## src/pds_pkg.sv

```systemverilog
`timescale 1ns / 1ps
// ----------------------------------------------------------------------------
// pds_pkg
// Shared types, constants and the hex digit decoder for the percent decoder.
// ----------------------------------------------------------------------------
package pds_pkg;

	localparam logic [7:0] PCT_CHAR = 8'h25;

	// bundles held between front and back
	localparam int QDEPTH = 4;
	localparam int QAW    = $clog2(QDEPTH);
	localparam int QCW    = $clog2(QDEPTH + 1);

	typedef struct packed {
		logic [7:0] in_byte;
		logic       in_last;
	} pds_in_t;

	typedef struct packed {
		logic [7:0] out_byte;
		logic       out_last;
	} pds_out_t;

	typedef enum logic [1:0] {
		PH_IDLE  = 2'd0,
		PH_PCT   = 2'd1,
		PH_DIGIT = 2'd2
	} pds_phase_t;

	// all bytes caused by one input transaction; last applies to the final byte
	typedef struct packed {
		logic [2:0][7:0] data;
		logic [1:0]      cnt;
		logic            last;
	} pds_bundle_t;

	typedef struct packed {
		logic ok;
		logic [3:0] val;
	} pds_hex_t;

	function automatic pds_hex_t hex_decode(input logic [7:0] c);
		pds_hex_t h;
		h.ok  = 1'b1;
		h.val = 4'd0;
		if (c >= 8'h30 && c <= 8'h39) begin
			h.val = c[3:0];
		end else if ((c >= 8'h41 && c <= 8'h46) || (c >= 8'h61 && c <= 8'h66)) begin
			h.val = c[3:0] + 4'd9;
		end else begin
			h.ok = 1'b0;
		end
		return h;
	endfunction

endpackage

```

## src/pds_front.sv

```systemverilog
`timescale 1ns / 1ps
// ----------------------------------------------------------------------------
// pds_front
// Accepts raw bytes, tracks the escape phase and builds at most one output
// bundle per input transaction.
// ----------------------------------------------------------------------------
module pds_front (
	input  logic                 clk,
	input  logic                 arst_n,
	input  logic                 raw_valid,
	output logic                 raw_stall,
	input  pds_pkg::pds_in_t     raw_data,
	input  logic                 q_full,
	output logic                 push,
	output pds_pkg::pds_bundle_t push_data
);
	import pds_pkg::*;

	pds_phase_t phase_q, phase_nxt;
	logic [7:0] held_q;
	pds_hex_t   hx;
	pds_hex_t   hx_held;
	logic       accept;
	logic       fresh_hold;
	logic [7:0] b;

	assign b          = raw_data.in_byte;
	assign hx         = hex_decode(b);
	assign hx_held    = hex_decode(held_q);
	assign fresh_hold = (b == PCT_CHAR) && !raw_data.in_last;
	assign raw_stall  = q_full;
	assign accept     = raw_valid && !q_full;
	assign push       = accept && (push_data.cnt != 2'd0);

	always_comb begin
		phase_nxt = PH_IDLE;
		unique case (phase_q)
			PH_PCT: begin
				if (hx.ok) begin
					phase_nxt = raw_data.in_last ? PH_IDLE : PH_DIGIT;
				end else begin
					phase_nxt = fresh_hold ? PH_PCT : PH_IDLE;
				end
			end
			PH_DIGIT: begin
				if (hx.ok) begin
					phase_nxt = PH_IDLE;
				end else begin
					phase_nxt = fresh_hold ? PH_PCT : PH_IDLE;
				end
			end
			default: begin
				phase_nxt = fresh_hold ? PH_PCT : PH_IDLE;
			end
		endcase
	end

	always_comb begin
		push_data      = '0;
		push_data.last = raw_data.in_last;
		unique case (phase_q)
			PH_PCT: begin
				push_data.data[0] = PCT_CHAR;
				if (hx.ok) begin
					// digit at end of string: flush both literally
					push_data.data[1] = b;
					push_data.cnt     = raw_data.in_last ? 2'd2 : 2'd0;
				end else if (fresh_hold) begin
					push_data.cnt = 2'd1;
				end else begin
					push_data.data[1] = b;
					push_data.cnt     = 2'd2;
				end
			end
			PH_DIGIT: begin
				if (hx.ok) begin
					push_data.data[0] = {hx_held.val, hx.val};
					push_data.cnt     = 2'd1;
				end else begin
					push_data.data[0] = PCT_CHAR;
					push_data.data[1] = held_q;
					push_data.data[2] = b;
					push_data.cnt     = fresh_hold ? 2'd2 : 2'd3;
				end
			end
			default: begin
				push_data.data[0] = b;
				push_data.cnt     = fresh_hold ? 2'd0 : 2'd1;
			end
		endcase
	end

	always_ff @(posedge clk or negedge arst_n) begin
		if (!arst_n) begin
			phase_q <= PH_IDLE;
		end else if (accept) begin
			phase_q <= phase_nxt;
		end
	end

	always_ff @(posedge clk) begin
		if (accept && phase_q == PH_PCT && hx.ok && !raw_data.in_last) begin
			held_q <= b;
		end
	end

endmodule

```

## src/pds_queue.sv

```systemverilog
`timescale 1ns / 1ps
// ----------------------------------------------------------------------------
// pds_queue
// Short FIFO of output bundles between the front and the back.
// ----------------------------------------------------------------------------
module pds_queue (
	input  logic                 clk,
	input  logic                 arst_n,
	input  logic                 push,
	input  pds_pkg::pds_bundle_t push_data,
	output logic                 full,
	input  logic                 pop,
	output logic                 nempty,
	output pds_pkg::pds_bundle_t pop_data
);
	import pds_pkg::*;

	pds_bundle_t    mem_q [QDEPTH];
	logic [QAW-1:0] wr_ptr_q;
	logic [QAW-1:0] rd_ptr_q;
	logic [QCW-1:0] count_q;

	assign full     = (count_q == QCW'(QDEPTH));
	assign nempty   = (count_q != '0);
	assign pop_data = mem_q[rd_ptr_q];

	always_ff @(posedge clk) begin
		if (push) begin
			mem_q[wr_ptr_q] <= push_data;
		end
	end

	always_ff @(posedge clk or negedge arst_n) begin
		if (!arst_n) begin
			wr_ptr_q <= '0;
			rd_ptr_q <= '0;
			count_q  <= '0;
		end else begin
			if (push) begin
				wr_ptr_q <= wr_ptr_q + QAW'(1);
			end
			if (pop) begin
				rd_ptr_q <= rd_ptr_q + QAW'(1);
			end
			case ({push, pop})
				2'b10:   count_q <= count_q + QCW'(1);
				2'b01:   count_q <= count_q - QCW'(1);
				default: count_q <= count_q;
			endcase
		end
	end

endmodule

```

## src/pds_back.sv

```systemverilog
`timescale 1ns / 1ps
// ----------------------------------------------------------------------------
// pds_back
// Unpacks bundles into single output bytes from a holding register.
// ----------------------------------------------------------------------------
module pds_back (
	input  logic                 clk,
	input  logic                 arst_n,
	input  logic                 q_nempty,
	input  pds_pkg::pds_bundle_t q_data,
	output logic                 pop,
	output logic                 dec_valid,
	input  logic                 dec_stall,
	output pds_pkg::pds_out_t    dec_data
);
	import pds_pkg::*;

	pds_bundle_t cur_q;
	logic        valid_q;
	logic [1:0]  idx_q;
	logic [1:0]  last_idx;
	logic        take;
	logic        done;

	assign last_idx  = cur_q.cnt - 2'd1;
	assign take      = valid_q && !dec_stall;
	assign done      = take && (idx_q == last_idx);
	assign pop       = q_nempty && (!valid_q || done);
	assign dec_valid = valid_q;

	assign dec_data.out_byte = cur_q.data[idx_q];
	assign dec_data.out_last = cur_q.last && (idx_q == last_idx);

	always_ff @(posedge clk or negedge arst_n) begin
		if (!arst_n) begin
			valid_q <= 1'b0;
			idx_q   <= 2'd0;
		end else if (pop) begin
			valid_q <= 1'b1;
			idx_q   <= 2'd0;
		end else if (done) begin
			valid_q <= 1'b0;
		end else if (take) begin
			idx_q <= idx_q + 2'd1;
		end
	end

	always_ff @(posedge clk) begin
		if (pop) begin
			cur_q <= q_data;
		end
	end

endmodule

```

## src/percent_decoder_stream.sv

```systemverilog
`timescale 1ns / 1ps
// ----------------------------------------------------------------------------
// percent_decoder_stream
// Streaming URI percent-escape decoder, top level.
// ----------------------------------------------------------------------------
// Raw bytes enter on raw_valid/raw_stall/raw_data, with in_last on the final
// byte of a string. Decoded bytes leave on dec_valid/dec_stall/dec_data, with
// out_last on the final decoded byte. A "%XX" escape (hex digits, either case)
// becomes one byte; broken escapes are passed through literally, and anything
// held at the end of a string is flushed.
// One raw byte is accepted per cycle while the queue is not full. A transaction
// yields zero to three output bytes; the output side delivers one byte per
// cycle while dec_stall is low. The front logic and the output unpacker are
// separated by a 4-entry bundle queue, which sets how long the input keeps
// flowing while output is stalled.
// An accepted byte passes the bundle queue, then the output holding register.
// raw_stall rises only when the queue is full, i.e. after a stall on the
// output side has backed the queue up. Reset clears the escape state, the
// queue and the output register; no transaction is pending afterwards.
// ----------------------------------------------------------------------------
module percent_decoder_stream (
	input  logic              clk,
	input  logic              arst_n,
	input  logic              raw_valid,
	output logic              raw_stall,
	input  pds_pkg::pds_in_t  raw_data,
	output logic              dec_valid,
	input  logic              dec_stall,
	output pds_pkg::pds_out_t dec_data
);
	import pds_pkg::*;

	logic        q_full;
	logic        q_push;
	logic        q_pop;
	logic        q_nempty;
	pds_bundle_t q_wdata;
	pds_bundle_t q_rdata;

	pds_front u_front (
		.clk       (clk),
		.arst_n    (arst_n),
		.raw_valid (raw_valid),
		.raw_stall (raw_stall),
		.raw_data  (raw_data),
		.q_full    (q_full),
		.push      (q_push),
		.push_data (q_wdata)
	);

	pds_queue u_queue (
		.clk       (clk),
		.arst_n    (arst_n),
		.push      (q_push),
		.push_data (q_wdata),
		.full      (q_full),
		.pop       (q_pop),
		.nempty    (q_nempty),
		.pop_data  (q_rdata)
	);

	pds_back u_back (
		.clk       (clk),
		.arst_n    (arst_n),
		.q_nempty  (q_nempty),
		.q_data    (q_rdata),
		.pop       (q_pop),
		.dec_valid (dec_valid),
		.dec_stall (dec_stall),
		.dec_data  (dec_data)
	);

endmodule

```

## config.mk

```make
export PLATFORM = sky130hd
export DESIGN_NAME = percent_decoder_stream
export DESIGN_NICKNAME = d
export VERILOG_FILES = /design/src/pds_pkg.sv /design/src/pds_front.sv /design/src/pds_queue.sv /design/src/pds_back.sv /design/src/percent_decoder_stream.sv
export SDC_FILE = /design/constraint.sdc
export NUM_CORES = 1
export LEC_CHECK = 0
export BUFFER_PORTS_ARGS = -buffer_cell sky130_fd_sc_hd__buf_4
export CORE_ASPECT_RATIO = 1.1
export CORE_MARGIN = 1.5
export CORE_UTILIZATION = 60
export DETAILED_ROUTE_END_ITERATION = 16
export PLACE_DENSITY = 0.78
export SETUP_SLACK_MARGIN = 0.02
export SLEW_MARGIN = 20
export SYNTH_ARGS = -nofsm -noshare
export SYNTH_HDL_FRONTEND = slang
export SYNTH_SLANG_ARGS = --single-unit
```

## constraint.sdc

```tcl
create_clock -name clk -period 6.5 [get_ports clk]
set_input_delay 1.3 -clock clk [delete_from_list [all_inputs] [get_ports clk]]
set_output_delay 1.3 -clock clk [all_outputs]
set_load 0.01 [all_outputs]
```

# --- After elaboration in Yosys (flattened, before gate mapping) ---
# Memories as Yosys holds them, arrays and structs flattened. A register that Yosys moved wholly into a read port is not among the register bits.
# Index checks and enable logic that the tools add are counted.
word_totals:
  regBits: 20
  ram_bits: 108
  in_bits: 13
  output_inout_bits: 11
  elab_cells: 99
  mem_count: 1
op_classes:
  addsub: 8
  magnitude_cmp: 13
  n_eq_ne: 8
  muxes: 33
  n_reduce_logical: 29
memory_table:
  columns: ["name", "depth", "width", "read_ports", "rd_ports_with_merged_regs", "wr", "line_no", "source"]
  rows:
  - ["u_queue.mem_q", 4, 27, 1, 1, 1, "pds_queue.sv:18", "pds_bundle_t mem_q [QDEPTH];"]
ops:
  columns: ["op", "count"]
  rows:
  - ["8-bit by 7-bit >= comparator with 1-bit output, second input constant", 4]
  - ["8-bit by 7-bit less-or-equal comparator with 1-bit output, second input constant", 4]
  - ["8-bit two-way mux", 4]
  - ["10-bit case mux with 2 select lines", 1]
  - ["2-bit two-way mux", 9]
  - ["8-bit binary-select mux with 2-bit select", 1]
  - ["8-bit by 6-bit >= comparator with 1-bit output, second input constant", 2]
  - ["8-bit by 6-bit less-or-equal comparator with 1-bit output, second input constant", 2]
  - ["1-bit logical AND", 16]
  - ["16-bit two-way mux", 1]
  - ["4-bit two-way mux", 4]
  - ["8-bit case mux with 2 select lines", 1]
  - ["10-bit two-way mux", 1]
  - ["1-bit two-way mux", 9]
  - ["4-bit adder, second input constant", 2]
  - ["8-bit by 6-bit == test with 1-bit output, second input constant", 1]
  - ["2-bit nonzero test", 4]
  - ["2-bit by 1-bit adder with 2-bit output, second input constant", 3]
  - ["3-bit case mux with 2 select lines", 1]
  - ["2-bit by 1-bit == test with 1-bit output, second input constant", 2]
  - ["2-bit == test, second input constant", 2]
  - ["1-bit zero test", 4]
  - ["2-bit case mux with 2 select lines", 1]
  - ["3-bit by 1-bit adder with 3-bit output, second input constant", 1]
  - ["9 further kinds", 11]

# --- Logic depth before layout (Yosys ltp) ---
# Gate-level depths: netlist (run 1).
depth:
  depth_word: 11
  mapped_depth: 13
  mapped_depth_nobuf: 12

# --- Modules after synthesis ---
# A second synthesis (run 1) with hierarchy kept.
unflattened:
  hier_cells: 393
  hier_area_um2: 6656.4
modules_own_cells:
  columns: ["mod", "n_inst", "cells_each", "area_each_um2"]
  rows:
  - ["pds_queue", 1, 174, 4296.6]
  - ["pds_back", 1, 92, 1305.0]
  - ["pds_front", 1, 127, 1054.8]

# --- Least setup slack after synthesis (run 1) ---
# Ideal clock, no wire load.
synth_timing:
  path_type: "input -> register"
  start: "input port raw_data[2] in the netlist's numbering"
  end: "register u_queue.count_q[2]"
  setup_ns: 0.079
  arrival_ns: 3.590
  t_required_ns: 6.421
  slack_ns: 2.831
  stages: 12
  n_path_buf: 0
  cell_sequence: "inv_1 -> ha_1 -> nor4b_2 -> a31oi_1 -> nor4b_2 -> a211oi_4 -> ha_1 -> inv_1 -> fa_1 -> xor2_1 -> nor2_1 -> xor2_1"
synth_via:
  elab_chain_len: 11
  word_cells_on_any_way: 26
  classes_between: "6 x order compare; 3 x eq/ne; 9 x mux; 8 x reduce/logical"
synth_lines:
  columns: ["element", "line_no", "source"]
  rows:
  - ["start, declared", "percent_decoder_stream.sv:26", "input pds_pkg::pds_in_t raw_data,"]
  - ["8-bit by 7-bit >= comparator with 1-bit output or 8-bit by 7-bit less-or-equal comparator with 1-bit output (tied branches)", "pds_pkg.sv:49", "end else if ((c >= 8'h41 && c <= 8'h46) || (c >= 8'h61 && c <= 8'h66)) begin"]
  - ["1-bit logical AND", "pds_pkg.sv:49", null]
  - ["1-bit logical OR", "pds_pkg.sv:49", null]
  - ["1-bit two-way mux", "pds_pkg.sv:49", null]
  - ["1-bit two-way mux", "pds_pkg.sv:47", "if (c >= 8'h30 && c <= 8'h39) begin"]
  - ["10-bit two-way mux or 2-bit two-way mux (tied branches)", "pds_front.sv:76, pds_front.sv:64", null]
  - ["10-bit case mux with 2 select lines *", "pds_front.sv:61", "unique case (phase_q)"]
  - ["2-bit nonzero test *", "pds_front.sv:33", "assign push = accept && (push_data.cnt != 2'd0);"]
  - ["1-bit logical AND *", "pds_front.sv:33", null]
  - ["2-bit by 1-bit == test with 1-bit output or 2-bit == test (tied branches)", "pds_queue.sv:45", "case ({push, pop})"]
  - ["3-bit case mux with 2 select lines or 2-bit nonzero test (tied branches)", null, null]
  - ["end signal, assigned", "pds_queue.sv:46", "2'b10: count_q <= count_q + QCW'(1);"]
  - ["end signal, assigned", "pds_queue.sv:47", "2'b01: count_q <= count_q - QCW'(1);"]
  - ["end signal, assigned", "pds_queue.sv:48", "default: count_q <= count_q;"]
  - ["end, declared", "pds_queue.sv:21", "logic [QCW-1:0] count_q;"]
# Mark *: on every way between the ends. The rest lies on a longest branch, timed or not.
# A chain may end at the register's enable or synchronous reset.

# --- Final worst setup path (run 1) ---
layout_timing:
  start: "input port raw_data[2] in the netlist's numbering"
  end: "memory u_queue.mem_q[2][10] in the netlist's numbering (enable)"
layout_via:
  elab_chain_len: 11
  word_cells_on_any_way: 24
  classes_between: "6 x order compare; 1 x eq/ne; 10 x mux; 7 x reduce/logical"
layout_lines:
  columns: ["element", "line_no", "source"]
  rows:
  - ["8-bit by 7-bit >= comparator with 1-bit output or 8-bit by 7-bit less-or-equal comparator with 1-bit output (tied branches)", "pds_pkg.sv:49", null]
  - ["1-bit logical AND", "pds_pkg.sv:49", null]
  - ["1-bit logical OR", "pds_pkg.sv:49", null]
  - ["1-bit two-way mux", "pds_pkg.sv:49", null]
  - ["1-bit two-way mux", "pds_pkg.sv:47", null]
  - ["10-bit two-way mux or 2-bit two-way mux (tied branches)", "pds_front.sv:76, pds_front.sv:64", null]
  - ["10-bit case mux with 2 select lines *", "pds_front.sv:61", null]
  - ["2-bit nonzero test *", "pds_front.sv:33", null]
  - ["1-bit logical AND *", "pds_front.sv:33", null]
  - ["1-bit two-way mux *", "pds_queue.sv:28", "if (push) begin"]
  - ["1-bit two-way mux (not written as such) *", "pds_queue.sv:29", "mem_q[wr_ptr_q] <= push_data;"]
  - ["end, declared", "pds_queue.sv:18", null]
# Marks and branches as above.

==> results of run 1 <==
## Yosys cell counts (all sizes together) (3+ instances only)
library cell,instances,area share (%)
dfrtp,12,4.5
nand2b,5,0.47
nand2,17,0.96
a31oi,3,0.28
inv,15,0.85
xor2,5,0.66
nor2b,4,0.38
a211oi,3,0.53
nor2,16,0.91
nor3b,6,0.83
o21ai,18,1.4
and2,10,0.94
a22oi,8,0.91
mux2i,9,1.4
edfxtp,143,65
mux4,27,9.2
nor4b,3,0.59
nor3,5,0.55
ha,14,2.6
clkbuf,8,0.45
buf,7,0.51
a21oi,4,0.36
and2b,5,0.57
nand3b,3,0.34
xnor2,7,0.93
## cell type report
| class | count | area [um^2] | area share [%] |
|---|---|---|---|
| inverter | 15 | 56.30 | 0.7337 |
| clock buffer | 17 | 425.4 | 5.544 |
| timing repair buffer | 30 | 225.2 | 2.935 |
| tap | 147 | 183.9 | 2.397 |
| multi-input combinational | 200 | 1918 | 25.00 |
| clock inverter | 15 | 269.0 | 3.506 |
| sequential | 155 | 4596 | 59.89 |
## per-stage QoR
step                cell area [um^2]  total power [mW]  hold WS, ns
floorplan                       6628             1.999       0.4747
global placement                6974             2.226       0.4965
detailed placement              6974             2.257       0.5086
CTS                             7669             3.406       0.5203
global route                    7674             3.514       0.5350
finish                          7674             3.367       0.5191
## power by group
part	internal [mW]	switching (mW)
sequential	1.37	0.142
clock	0.759	0.379
combinational	0.357	0.362
## how the worst max path moves through the flow
stage / startpoint / endpoint / slack [ns] / cells after the start
final: raw_data[2] / u_queue.mem_q[2][10]$_DFFE_PP_ / 2.68 / 9
after global placement: raw_data[2] / u_queue.mem_q[2][23]$_DFFE_PP_ / 2.38 / 9
after global routing: raw_data[2] / u_queue.mem_q[2][15]$_DFFE_PP_ / 2.45 / 9
after detailed placement: raw_data[2] / u_queue.mem_q[2][0]$_DFFE_PP_ / 2.30 / 9
after CTS: raw_data[2] / u_queue.mem_q[2][15]$_DFFE_PP_ / 2.73 / 9
after floorplan: raw_data[2] / u_queue.count_q[2]$_DFFE_PN0P_ / 2.83 / 12
## kinds of logic after synthesis
group                    share of synthesized area (%)
buffers and inverters                            1.812
AND/OR/NAND/NOR                                  8.231
multiplexers                                     10.93
flip-flops                                       69.32
AO/OA/AOI/OAI                                    5.173
XOR/XNOR                                         1.586
adder cells (fa/ha/maj)                          2.945
## sequential cells by signal, summed over array words and instances (netlist names)
| name | cells |
|---|---|
| u_queue.count_q | 3 |
| u_front.phase_q | 2 |
| u_queue.rd_ptr_q | 2 |
| u_queue.mem_q | 108 |
| u_back.idx_q | 2 |
| u_queue.wr_ptr_q | 2 |
| u_back.cur_q | 27 |
| u_front.held_q | 8 |
| u_back.dec_valid | 1 |
## per-layer routing
layer,GRT usage [%],vias up,share of wire [%]
met4,8.559,0,1.8
met2,36.93,94,50
met5,0,-,0
met3,5.065,20,4.1
li1,-,1573,-
met1,32.18,1741,44
## worst max-delay path: cells and delay by family
kind                     cells  cell delay [ns]
buffers and inverters        3             0.51
AO/OA/AOI/OAI                2             0.53
adder cells (fa/ha/maj)      1             0.23
AND/OR/NAND/NOR              3             1.36
==> flow_summary.yaml, run 1 <==
critical_path:
  r2r_start: "u_front.phase_q[1]$_DFFE_PN0P_"
  slowest_delay_ns: 0.77
  worstPathCellList: "buf_4, inv_1, ha_1, nor4b_2, a31oi_1, nor4b_2, a211oi_4, and2b_1, buf_4"
  required_ns: 6.62
  r2r_cells: 8
  crit_fanout: 18
  endpoint_kind: "flip-flop"
  r2r-end: "u_queue.mem_q[2][10]$_DFFE_PP_"
  arrival_ns: 3.94
  crit_type: "in2reg"
  slowest_stage: "and2b_1"
  start_kind: "input port"
  r2r_setup_slack_ns: 3.19
clocking:
  clk_latency_ns: 0.42
  cts_made_buffers: 17
  postCtsSetupRepairBufs: 0
  clkTransAtPathRegs_ns: 0.06
  cts-root-buf: "clkbuf_16"
  h-tree-depth: 4
  cts_tree: "built"
  cts_max_path_buffers: 2
  clock_sinks: 155
  post_cts_resized: 0
  ctsHoldBuffers: 0
timing:
  setup_viol: 0
  fin_crit_sh_pct: 58.84
  rsz0062_at_grt: "no"
  skew_ns: 0.006787
  tightest_slew_ns: 0.9385
  fin_tns_setup_ns: 0
  slew-limit-headroom_pct: 37.43
  setup_slack_ns: 2.676
  period_minus_slack_ns: 3.824
  slew_violations: 0
  clock.fmax_ghz: 0.2615
  finalHoldViolCount: 0
run:
  max_cap_violations: 0
routing:
  post_drt_wl_per_cell_um: 21.16
  drc: 0
  postRouteWirelength_um: 12250
  drtIter0Drc: 297
  first_pass_iters: 6
  vias: 3428
  post_drt_via_cell_ratio: 5.921
  antenna_left: 0
logic_synthesis:
  syn_inst: 385
  synth_edf_count: 143
  yosys_most_used_dff: "edfxtp_1"
  syn_nets: 413
  synthArstFlopShare_pct: 7.742
  yosysSeqAreaShare_pct: 69.32
  yosys_warnings: 0
  syn_avg_cell_area_um2: 17.21
  synth_cell_types: 56
  ys_ff_latch: 155
  syn_area_um2: 6628
placed_design:
  hpwl_um: 7765
  dp_cells: 547
  gp_congestion: 0.9543
  port_buffers: 23
  dp_worst_setup_slack_ns: 2.295
global_route:
  grt_pass1_vias: 3437
  antenna_found_initial: 0
  grt-ovfl-total: 0
  grt_max_degree: 31
  grtUsageTotal_pct: 23.28
  grt_pass1_wl_um: 19140
floorplanning:
  pin_count: 24
  dieHeight_um: 113.2
  dieArea_um2: 11690
  die_w_um: 103.2
  rows: 40
  coreArea_um2: 10860
  start_util_pct: 61.03
power_and_ir_drop:
  cellPowerDensity_nw_per_um2: 438.8
  power.leakage_nw: 2.632
  ir_drop_mv: 0.2099
min_path:
  holdCritStartpoint: "u_queue.count_q[2]$_DFFE_PN0P_"
  whs_path_depth: 1
  hold_end: "u_queue.count_q[2]$_DFFE_PN0P_"
  hp-class: "reg2reg"
layout:
  layout-area-overhead-vs-synth_pct: 15.78
  drive_gt1_share_pct: 24.77
  fin_nets: 447
  diodes: 0
  final_cell_mix: "edfxtp_1, buf_4, mux4_2"
  fill_cells: 654
  layout_commonest_cell: "edfxtp_1"
  final_cells: 579
  utilization_pct: 70.66
run_status:
  status: "finished clean"
No activity file was read; power rests on OpenSTA's default activity.
==> run 2: changes to the inputs <==
Settings changed: CORE_UTILIZATION 60 to 55, PLACE_DENSITY 0.78 to 0.75.
Clock period 6.5 ns to 3.45 ns, I/O delays scaled along.
==> flow_summary.yaml, run 2 (synthesis results as in run 1) <==
critical_path:
  crit_fanout: 13
  start_kind: "flip-flop"
  cpMostUsedCell: "xor2_1"
  r2r_start: "u_back.idx_q[0]$_DFFE_PN0P_"
  slowest_delay_ns: 0.54
  required_ns: 3.79
  slowest_stage: "dfrtp_1"
  worstPathCellList: "nand2b_1, mux2_2, o21ai_0, o31a_1, ha_1, inv_1, fa_1, xor2_1, nor2_1, xor2_1"
  path_delay_family: "compound AO/OA/AOI/OAI gates"
  endpoint_kind: "flip-flop"
  cp.buffers_inverters: 1
  arrival_ns: 3.30
  crit_start: "u_back.idx_q[0]$_DFFE_PN0P_"
  crit_type: "reg2reg"
layout:
  final_cell_mix: "edfxtp_1, buf_4, mux4_2"
  drive_gt1_share_pct: 25.97
  seqCellArea_um2: 4596
  layout_commonest_cell: "edfxtp_1"
  largest_reg_flops: 108
  diodes: 0
  multi_input_area_um2: 1913
  fill_cells: 805
  top_register: "u_queue.mem_q"
  fin_nets: 454
  largest_registers: "u_queue.mem_q x108, u_back.cur_q x27, u_front.held_q x8"
  layout-area-overhead-vs-synth_pct: 15.37
clocking:
  h-tree-depth: 4
  cts_tree: "built"
  cts_made_buffers: 17
  cts-root-buf: "clkbuf_16"
  clock_sinks: 155
  clkTransAtPathRegs_ns: 0.06
  postCtsSetupRepairBufs: 0
  ctsHoldBuffers: 0
  cts_max_path_buffers: 2
  clk_latency_ns: 0.42
  post_cts_resized: 0
timing:
  slew-limit-headroom_pct: 50.78
  clock.fmax_ghz: 0.3378
  period_minus_slack_ns: 2.961
  skew_ns: 0.01028
  setup_slack_ns: 0.4893
  tightest_slew_ns: 0.7369
  fin_crit_sh_pct: 85.82
  rsz0062_at_grt: "no"
  finalHoldViolCount: 0
  slew_violations: 0
  setup_viol: 0
  fin_tns_setup_ns: 0
floorplanning:
  dieHeight_um: 118.1
  pin_count: 24
  coreArea_um2: 11590
  rows: 41
  die_w_um: 107.7
  dieArea_um2: 12720
  start_util_pct: 57.17
placed_design:
  dp_worst_setup_slack_ns: 0.2399
  port_buffers: 23
  hpwl_um: 8256
  gp_congestion: 0.9158
global_route:
  grt_pass1_vias: 3515
  grtUsageTotal_pct: 21.68
  grt_pass1_wl_um: 19830
  grt_max_degree: 31
  grt-ovfl-total: 0
  antenna_found_initial: 0
power_and_ir_drop:
  power.leakage_nw: 2.608
  ir_drop_mv: 0.3978
  cellPowerDensity_nw_per_um2: 789.8
run_status:
  status: "finished clean"
routing:
  post_drt_wl_per_cell_um: 21.32
  vias: 3487
  drc: 0
  antenna_left: 0
  drtIter0Drc: 405
  post_drt_via_cell_ratio: 5.920
  postRouteWirelength_um: 12560
  first_pass_iters: 5
min_path:
  hp-class: "in2async"
run:
  max_cap_violations: 0
[run 2: cell types whose count changed in the layout (fill, tap and decap cells not counted), sizes merged]
cell,change
clkinvlp,+4
buf,+7
clkbuf,+1
inv,+5
clkinv,-4
bufinv,-6
[run 2: stage by stage]
step | power [mW] | cell area [um^2] | cells | hold WS (ns) | util, %
after floorplan | 3.766 | 6628 | 385 | 0.3944 | -
after global placement | 4.290 | 7081 | 557 | 0.4923 | 61.07
after detailed placement | 4.360 | 7081 | 557 | 0.5072 | 61.07
after CTS | 6.115 | 7646 | 589 | 0.1018 | 65.95
after global routing | 6.319 | 7646 | 589 | 0.1062 | 65.95
final | 6.039 | 7646 | 589 | 0.1139 | 65.95
[run 2: area by class of cell]
type	count	area share, %
tap	150	2.455
timing repair buffer	37	4.287
sequential	155	60.10
multi-input combinational	200	25.02
clock inverter	14	1.784
inverter	15	0.7364
clock buffer	18	5.613
[run 2: power breakdown]
| group | internal, mW | switching [mW] | total [mW] |
|---|---|---|---|
| clock | 1.01 | 0.743 | 1.75 |
| combinational | 0.731 | 0.766 | 1.50 |
| sequential | 2.57 | 0.218 | 2.79 |
| total | 4.31 | 1.73 | 6.04 |
[run 2: worst paths after layout]
| check | to | slack (ns) | cells after the start |
|---|---|---|---|
| min | u_queue.rd_ptr_q[0]$_DFFE_PN0P_ | 0.11 | 1 |
| min reg2reg | u_front.phase_q[1]$_DFFE_PN0P_ | 0.52 | 2 |
| min in group clk | u_front.held_q[1]$_DFFE_PP_ | 0.50 | 1 |
| max | u_queue.count_q[2]$_DFFE_PN0P_ | 0.49 | 10 |
| max reg2reg | u_queue.count_q[2]$_DFFE_PN0P_ | 0.49 | 10 |
| max in group asynchronous | u_queue.rd_ptr_q[0]$_DFFE_PN0P_ | 3.14 | 1 |
[run 2: worst reg2reg max path: cells and delay by family, from the launching register on]
kind,cells,cell delay [ns]
mux,1,0.28
compound gates,2,0.73
fa+ha+maj,2,0.56
xor+xnor,2,0.32
buf+inv,1,0.06
flops,1,0.54
simple gates,2,0.39
[run 2: per-layer routing]
metal / GRT usage [%] / vias up / wire, um
met5: 0 / - / 0
met4: 6.003 / 0 / 136
met3: 5.626 / 15 / 714
met2: 34.16 / 123 / 6342
met1: 30.31 / 1765 / 5366
li1: - / 1584 / -
==> run 3: changes to the inputs <==
Settings changed: ABC_AREA set to 1.
==> flow_summary.yaml, run 3 <==
run_status:
  status: "finished clean"
logic_synthesis:
  ys_ff_latch: 155
  syn_nets: 592
  syn_avg_cell_area_um2: 11.88
  yosys-top-cells-area: "edfxtp_1, nor2_1, o21ai_0, dfrtp_1, nand2_1"
  ys_top_cells_by_count: "edfxtp_1, nor2_1, o21ai_0"
  yosysSeqAreaShare_pct: 68.60
  synthArstFlopShare_pct: 7.742
  yosys_most_used_dff: "edfxtp_1"
  synth_top_area_share_pct: 64.11
  syn_inst: 564
  yosys_warnings: 0
  synth_top_cell_by_area: "edfxtp_1"
  syn_area_um2: 6698
  synth_edf_count: 143
  synth_cell_types: 38
  yosysMostFrequentCell: "edfxtp_1"
layout:
  layout-area-overhead-vs-synth_pct: 13.51
  diodes: 0
  fill_cells: 865
  final_cell_mix: "edfxtp_1, nor2_1, o21ai_0"
  top_register: "u_queue.mem_q"
  layout_commonest_cell: "edfxtp_1"
  seqCellArea_um2: 4594
  fin_nets: 622
  largest_reg_flops: 108
  largest_registers: "u_queue.mem_q x108, u_back.cur_q x27, u_front.held_q x8"
  utilization_pct: 63.73
  final_cells: 760
  multi_input_area_um2: 1812
  drive_gt1_share_pct: 14.36
critical_path:
  endpoint_kind: "flip-flop"
  crit_type: "in2reg"
  r2r_setup_slack_ns: 0.87
  arrival_ns: 2.97
  crit_fanout: 7
  start_kind: "input port"
  required_ns: 3.74
routing:
  first_pass_iters: 5
  drtIter0Drc: 435
  post_drt_via_cell_ratio: 5.655
  post_drt_wl_per_cell_um: 17.59
  vias: 4298
  drc: 0
  postRouteWirelength_um: 13370
  antenna_left: 0
clocking:
  clock_sinks: 155
  h-tree-depth: 4
  cts-root-buf: "clkbuf_16"
  ctsHoldBuffers: 0
  postCtsSetupRepairBufs: 0
  cts_max_path_buffers: 2
  post_cts_resized: 0
  cts_made_buffers: 17
  clkTransAtPathRegs_ns: 0.06
  clk_latency_ns: 0.42
  cts_tree: "built"
timing:
  rsz0062_at_grt: "no"
  tightest_slew_ns: 0.8197
  skew_ns: 0.005982
  clock.fmax_ghz: 0.3728
  fin_crit_sh_pct: 77.75
  slew_violations: 0
  slew-limit-headroom_pct: 45.29
  hold_slack_ns: 0.1070
  setup_viol: 0
  finalHoldViolCount: 0
  period_minus_slack_ns: 2.682
  fin_tns_setup_ns: 0
floorplanning:
  pin_count: 24
  dieHeight_um: 118.7
  start_util_pct: 56.15
  coreArea_um2: 11930
  die_w_um: 108.2
  dieArea_um2: 12850
  rows: 42
placed_design:
  port_buffers: 23
  gp_congestion: 0.9525
  dp_cells: 729
  hpwl_um: 8709
global_route:
  grt_max_degree: 56
  grt_pass1_wl_um: 21500
  grtUsageTotal_pct: 22.75
  antenna_found_initial: 0
  grt_pass1_vias: 4185
  grt-ovfl-total: 0
power_and_ir_drop:
  ir_drop_mv: 0.4935
  power.leakage_nw: 2.765
  total_power_mw: 6.155
  cellPowerDensity_nw_per_um2: 809.6
run:
  max_cap_violations: 0
min_path:
  hp-class: "in2async"
run 3: changes by cell type after synthesis, sizes merged, moves of 7 or more:
cell,previous run,this run
nor2,16,99
o21ai,18,65
nand2,17,61
inv,15,48
mux4,27,0
o22ai,0,27
nand3,1,21
a21oi,4,16
and2,10,0
mux2i,9,0
o31ai,2,10
a22oi,8,1
run 3: metrics by stage:
step	worst slack (ns)	instance area (um^2)
final	0.7678	7602
after global routing	0.5890	7602
after CTS	0.7866	7602
after detailed placement	0.3862	7046
after global placement	0.4070	7046
after floorplan	0.6223	6698
run 3: path summary, 6_finish.rpt:
path,end,cells after the start,start
hold reg to reg,u_queue.count_q[0]$_DFFE_PN0P_,1,u_queue.count_q[0]$_DFFE_PN0P_
hold / removal,u_back.dec_valid$_DFFE_PN0P_,1,arst_n
min in group clk,u_front.held_q[6]$_DFFE_PP_,1,raw_data[7]
setup reg to reg,u_queue.count_q[2]$_DFFE_PN0P_,12,u_back.idx_q[1]$_DFFE_PN0P_
max in group asynchronous,u_queue.count_q[2]$_DFFE_PN0P_,1,arst_n
setup / recovery,u_queue.count_q[2]$_DFFE_PN0P_,19,raw_data[2]
run 3: routing by layer:
metal | global-route usage [%] | up-vias | wire (um)
met4 | 6.990 | 0 | 217
met2 | 37.14 | 202 | 6674
met3 | 5.847 | 18 | 759
li1 | - | 2052 | -
met5 | 0 | - | 0
met1 | 29.98 | 2026 | 5722
run 3: layout make-up:
cell class                      count  share of cell area [%]
Clock buffer                       18                   5.645
Clock inverter                     13                   1.679
Sequential cell                   155                   60.43
Multi-Input combinational cell    336                   23.83
Timing Repair Buffer               35                   3.456
Inverter                           49                   2.419
Tap cell                          154                   2.535
run 3: where the power goes:
part           internal [mW]  switching (mW)
clock                   1.05           0.694
combinational          0.551            1.14
sequential              2.58           0.136
run 3: worst max-delay path: stages:
cell     delay [ns]
buf_4          0.14
inv_1          0.11
ha_1           0.22
nand2_1        0.07
nor2_1         0.08
nand2_1        0.09
nor2_4         0.13
nor2_2         0.07
nand2_1        0.08
nand2_2        0.05
nand2_2        0.08
nand2_4        0.08
nand2_8        0.09
ha_1           0.15
inv_1          0.07
fa_1           0.38
a21oi_1        0.14
o21ai_0        0.11
xor2_1         0.15
run 3: cells by family (layout without fill, tap and decap cells):
kind of cell | after synthesis | in the layout | synth area share (%)
simple gates | 189 | 189 | 12.68
xor+xnor | 8 | 8 | 1.046
fa+ha+maj | 15 | 15 | 2.914
compound gates | 124 | 124 | 10.41
flops | 155 | 155 | 68.60
buf+inv | 73 | 115 | 4.352
